<file path="src/sv/sslf_pkg.sv">
// shared constants, codes and types of the sub-pixel scaled line filter
package sslf_pkg;

   // storage sizes
   localparam int COEF_DEPTH = 512;
   localparam int LINE_DEPTH = 256;
   localparam int MAX_TAPS   = 8;

   localparam int COEF_AW = $clog2(COEF_DEPTH);
   localparam int LINE_AW = $clog2(LINE_DEPTH);
   localparam int TAP_W   = $clog2(MAX_TAPS + 1);
   localparam int K_W     = (MAX_TAPS > 1) ? $clog2(MAX_TAPS) : 1;

   // field and register widths
   localparam int CIDX_W = 9;
   localparam int COEF_W = 16;
   localparam int PIDX_W = 8;
   localparam int PIX_W  = 8;
   localparam int X_W    = 8;
   localparam int TCNT_W = 4;
   localparam int STEP_W = 10;
   localparam int FOFS_W = 9;
   localparam int SOFS_W = 9;

   // request word layout, lowest field first
   localparam int CIDX_LO  = 0;
   localparam int COEF_LO  = CIDX_LO + CIDX_W;
   localparam int PIDX_LO  = COEF_LO + COEF_W;
   localparam int PIXV_LO  = PIDX_LO + PIDX_W;
   localparam int X_LO     = PIXV_LO + PIX_W;
   localparam int REQ_DW   = ((X_LO + X_W + 7) / 8) * 8;
   localparam int REQ_UW   = 2;
   localparam int RSP_DW   = PIX_W;
   localparam int RSP_UW   = 1;

   // filter arithmetic
   localparam int BANK_SIZE   = 128;
   localparam int BANK_W      = $clog2(BANK_SIZE);
   localparam int PHASE_BITS  = 4;
   localparam int ROUND_ADD   = 64;
   localparam int ROUND_SHIFT = 7;
   localparam int PIX_MAX     = 255;
   localparam int PHASE_W     = X_W + STEP_W + 1;
   localparam int IDX_W       = PHASE_W - PHASE_BITS + 2;
   localparam int PROD_W      = PIX_W + 1 + COEF_W;
   localparam int ACC_W       = PROD_W + $clog2(MAX_TAPS) + 1;

   // divider for the initial phase, two quotient bits a cycle
   localparam int DIV_CYC   = (BANK_W + 1) / 2;
   localparam int DIV_W     = 2 * DIV_CYC;
   localparam int DIV_CNT_W = $clog2(DIV_CYC + 1);

   // control register port
   localparam int CSR_AW = 2;
   localparam int CSR_DW = 10;

   typedef enum logic [CSR_AW-1:0] {
      CSR_TAP_COUNT     = 2'd0,
      CSR_PHASE_STEP    = 2'd1,
      CSR_FILTER_OFFSET = 2'd2,
      CSR_SOURCE_OFFSET = 2'd3
   } csr_type;

   typedef enum logic [REQ_UW-1:0] {
      ACT_LOAD_COEF  = 2'd0,
      ACT_LOAD_PIXEL = 2'd1,
      ACT_COMPUTE    = 2'd2
   } action_type;

   typedef enum logic [2:0] {
      S_IDLE,
      S_DIV,
      S_PHASE,
      S_ADDR,
      S_MAC,
      S_DRAIN,
      S_DONE
   } state_type;

   // controller to datapath
   typedef struct packed {
      logic           load_coef;
      logic           load_pixel;
      logic           start;
      logic           phase;
      logic           addr;
      logic           issue;
      logic [K_W-1:0] k;
      logic           finish;
   } cmd_type;

   // datapath to controller
   typedef struct packed {
      logic [TAP_W-1:0] taps;
      logic             div_last;
      logic             rsp_stall;
   } status_type;

endpackage

</file>
<file path="src/sv/sslf_ctrl.sv">
// controller: sequences loads, divide, address setup, tap loop and result hand-off
module sslf_ctrl import sslf_pkg::*; (
   input  logic              clock,
   input  logic              reset,
   input  logic              req_tvalid,
   input  logic [REQ_UW-1:0] req_tuser,
   output logic              req_tready,
   input  status_type        stat,
   output cmd_type           cmd
);

   state_type      state_ff, state_in;
   logic [K_W-1:0] k_ff, k_in;

   // state and tap counter registers
   always_ff @(posedge clock) begin
      if (reset) begin
         state_ff <= S_IDLE;
         k_ff     <= '0;
      end else begin
         state_ff <= state_in;
         k_ff     <= k_in;
      end
   end

   // next state and commands
   always_comb begin
      state_in   = state_ff;
      k_in       = k_ff;
      req_tready = 1'b0;
      cmd        = '0;
      cmd.k      = k_ff;
      case (state_ff)
         S_IDLE: begin
            req_tready = 1'b1;
            if (req_tvalid) begin
               case (action_type'(req_tuser))
                  ACT_LOAD_COEF:  cmd.load_coef  = 1'b1;
                  ACT_LOAD_PIXEL: cmd.load_pixel = 1'b1;
                  ACT_COMPUTE: begin
                     cmd.start = 1'b1;
                     state_in  = S_DIV;
                  end
                  default: ;
               endcase
            end
         end
         S_DIV: begin
            if (stat.div_last) begin
               state_in = S_PHASE;
            end
         end
         S_PHASE: begin
            cmd.phase = 1'b1;
            state_in  = S_ADDR;
         end
         S_ADDR: begin
            cmd.addr = 1'b1;
            k_in     = '0;
            state_in = S_MAC;
         end
         S_MAC: begin
            cmd.issue = 1'b1;
            if (TAP_W'(k_ff) == stat.taps - TAP_W'(1)) begin
               state_in = S_DRAIN;
            end else begin
               k_in = k_ff + K_W'(1);
            end
         end
         S_DRAIN: begin
            state_in = S_DONE;
         end
         S_DONE: begin
            if (!stat.rsp_stall) begin
               cmd.finish = 1'b1;
               state_in   = S_IDLE;
            end
         end
         default: begin
            state_in = S_IDLE;
         end
      endcase
   end

`ifndef SYNTHESIS
   // tap counter stays inside the effective tap count
   a_k_range: assert property (@(posedge clock) disable iff (reset)
      (state_ff == S_MAC) |-> (TAP_W'(k_ff) < stat.taps))
      else $error("tap counter past tap count");

   // an accepted compute word starts the divide
   a_compute_start: assert property (@(posedge clock) disable iff (reset)
      (req_tvalid && req_tready && (req_tuser == ACT_COMPUTE)) |=> (state_ff == S_DIV))
      else $error("compute word did not start the divide");
`endif

endmodule

</file>
<file path="config.mk">
export PLATFORM = sky130hd
export DESIGN_NAME = sslf_ctrl
export DESIGN_NICKNAME = d
export VERILOG_FILES = /design/src/sv/sslf_pkg.sv /design/src/sv/sslf_ctrl.sv
export SDC_FILE = /design/constraint.sdc
export NUM_CORES = 1
export LEC_CHECK = 0
export BUFFER_PORTS_ARGS = -buffer_cell sky130_fd_sc_hd__buf_2
export CORE_UTILIZATION = 35
export DETAILED_ROUTE_END_ITERATION = 10
export HOLD_SLACK_MARGIN = 0.05
export SLEW_MARGIN = 20
export SYNTH_ARGS = -nofsm -noshare
export SYNTH_HDL_FRONTEND = slang
export SYNTH_SLANG_ARGS = --single-unit
</file>
<file path="constraint.sdc">
create_clock -name clock -period 1.38 [get_ports clock]
set_input_delay 0.207 -clock clock [delete_from_list [all_inputs] [get_ports clock]]
set_output_delay 0.207 -clock clock [all_outputs]
set_load 0.02 [all_outputs]
</file>
==> impl_metrics.toml <==
[critical_path]
cpMaxStageDelayCell = "dfxtp_2"
worstRegToRegCells = 6
path_depth = 4
worstPathCellList = "buf_6 > nor3_4 > and4b_1 > buf_6"
path_buf_inv = 2
rrSetupSlack_ns = 0
end_kind = "primary output"
timing.rr.end = "k_ff[2]"
path_max_fanout = 6
path_delay_family = "simple AND/OR/NAND/NOR gates"
worstSetupStartpoint = "state_ff[2]"
arrival_ns = 1.24
critical_path_class = "reg2out"
crit_required_ns = 1.17
path_common_cell = "buf_6"
endpoint = "cmd[8]"
crit_path_max_incr_delay_ns = 0.32
crit_path_start_kind = "flip-flop"
r2r-start = "state_ff[1]"

[clock_network]
clk_pin_slew_ns = 0.04
root_buffer = "clkbuf_4"
cts_tree = "yes"
cts_max_level = 1
cts_buffer_depth = 2
cts_buffers = 3
cts_sinks = 6
clock_latency_ns = 0.24

[logic_synthesis]
syn_inst = 61
synth_ff_type = "dfxtp_1"
synth_fp_nets = 74
synth.largest_area_cell = "dfxtp_1"
syn_avg_cell_area_um2 = 8.779
synth_area_um2 = 535.5
synth_edf_count = 0
synth_cell_types = 33
synth_seq_cells = 6
synth_top_area_share_pct = 22.43
yosysWarnings = 0
async_flop_share_pct = 0
ys_seq_area_share_pct = 22.43
ys_top_cells_by_area = "dfxtp_1 (22%), xor2_1 (4.9%), ha_1 (4.7%), inv_1 (4.2%), xnor3_1 (4.2%)"
synth_top_cells_by_count = "dfxtp_1 (6), inv_1 (6), nand2_1 (5)"

[global_routing]
grt_remaining_overflow = 0
grt_start_max_net_pins = 8
antenna_found_initial = 0
grt_pass1_wl_mm = 1.987
track_usage_pct = 17.54
grt_pass1_vias = 503

[drt]
drt_wl_total_mm = 1.313
avgViaCountPerCell = 5.167
first_pass_iters = 2
antenna_left = 0
drc_errors = 0
avgRoutedWirePerCell_um = 12.16
drt-initial-drc-count = 9
via_count = 558

[floorplan]
initial_core_util_pct = 39.19
io_pins = 22
core_area_um2 = 1366
std_cell_rows = 13
die_area_um2 = 1690
dieHeight_um = 41.12
die_x_um = 41.12

[timing]
fin_crit_ns = 1.450
rsz0062_at_grt = "yes"
worst_pin_slew_ns = 0.3054
finalCritPeriodShare_pct = 105.1
fin_skew_ns = 0.006109
slew_headroom_pct = 79.60
setup_viol = 3
finalHoldViolCount = 0
slew_violations = 0
fin_ws_ns = -0.07025
fmax_mhz = 689.5

[min_path]
hp-class = "in2reg"

[placement]
dp.cells = 100
port_buffers = 21
gp_congestion = 0.7405
hpwl_um = 860.9

[status]
failed_checks = "setup timing"
status = "complete, but fails checks"

[pwr]
leakagePower_nw = 0.4125
power.density_nw_per_um2 = 644.7
irDropWorstVdd_v = 0.0004988

[layout]
diodes = 0
finalNonFillerCells = 108
n_fill_cell = 131
syn2layout_area_growth_pct = 55.61
drive_gt1_share_pct = 54.84
seq_area_um2 = 127.6
post-route-util_pct = 60.99
nets = 108
multi_input_area_um2 = 399.1

[run]
maxCapViolCount = 0
==> through the flow <==
step / worst slack, ns / cell area (µm²) / power (W) / hold WS (ns) / TNS (ns)
finish: -0.07025 / 833.3 / 0.0005373 / 0.2719 / -0.1901
global route: -0.1739 / 833.3 / 0.0005882 / 0.2646 / -0.7330
CTS: -0.05497 / 785.8 / 0.0005293 / 0.2422 / -0.1524
detailed placement: -0.01153 / 691.9 / 0.0003447 / 0.4991 / -0.02095
global placement: 0.01737 / 691.9 / 0.0003438 / 0.4905 / 0
floorplan: 0.002834 / 546.8 / 0.0002955 / 0.2789 / 0
==> cell families after synthesis <==
| kind of cell | Yosys count | synth area share (%) |
|---|---|---|
| AOI/OAI and AO/OA | 14 | 20.33 |
| xor gates and xnor gates | 4 | 9.113 |
| adders and majority gates | 2 | 4.672 |
| buffers and inverters | 10 | 10.04 |
| DFF | 6 | 22.43 |
| muxes | 2 | 3.738 |
| and+or+nand+nor | 23 | 29.67 |
==> worst register-to-register path, delay by kind of cell (launching register included) <==
family                 cells  cell delay (ns)
and+or+nand+nor            1             0.25
AOI/OAI and AO/OA          3             0.41
buffers and inverters      2             0.29
DFF                        1             0.34
==> layer usage <==
metal	wire (µm)	global-route usage [%]	part of all wire, %	vias up
met5	0	0	0	-
met4	8	4.839	0.61	0
met3	37	3.261	2.8	2
met2	658	32.03	50	15
met1	608	20.52	46	259
li1	-	-	-	282
==> state kept, by name (all words and copies together), names as in the netlist <==
| name | cells |
|---|---|
| k_ff | 3 |
| state_ff | 3 |
==> report_power, final <==
group	switching, W	internal, W
clock network	0.0000615	0.0000983
logic	0.0000888	0.0000966
registers	0.0000106	0.000181
==> area by class of cell <==
cell class	instances	area share (%)
Clock buffer	3	2.703
Tap cell	15	2.252
Sequential cell	6	15.32
Timing Repair Buffer	33	29.13
Inverter	6	2.703
Multi-Input combinational cell	45	47.90
==> worst min-delay path by stage <==
stage | from | end | slack, ns | cells past startpoint
2_1_floorplan | reset | state_ff[1] | 0.28 | 1
3_3_place_gp | reset | state_ff[1] | 0.49 | 2
3_5_place_dp | reset | state_ff[1] | 0.50 | 2
4_1_cts | reset | state_ff[1] | 0.24 | 2
5_1_grt | reset | state_ff[1] | 0.26 | 2
6_report | reset | state_ff[1] | 0.27 | 2
==> cell usage in the layout (no fill, tap or decap), drive strengths merged, types with 3 or more instances in the layout <==
master	count
dfxtp	6
nand2	5
clkbuf	3
buf	33
o21ai	4
inv	6
nor2	4
xor2	3
==> timing repair <==
action,CTS,global route
hold buffers,0,0
resized for setup,15,11
pin swaps,4,5
endpoints found under the setup margin,7,11
buffers inserted,4,1
Note: power is estimated with default switching activity, not from simulation.
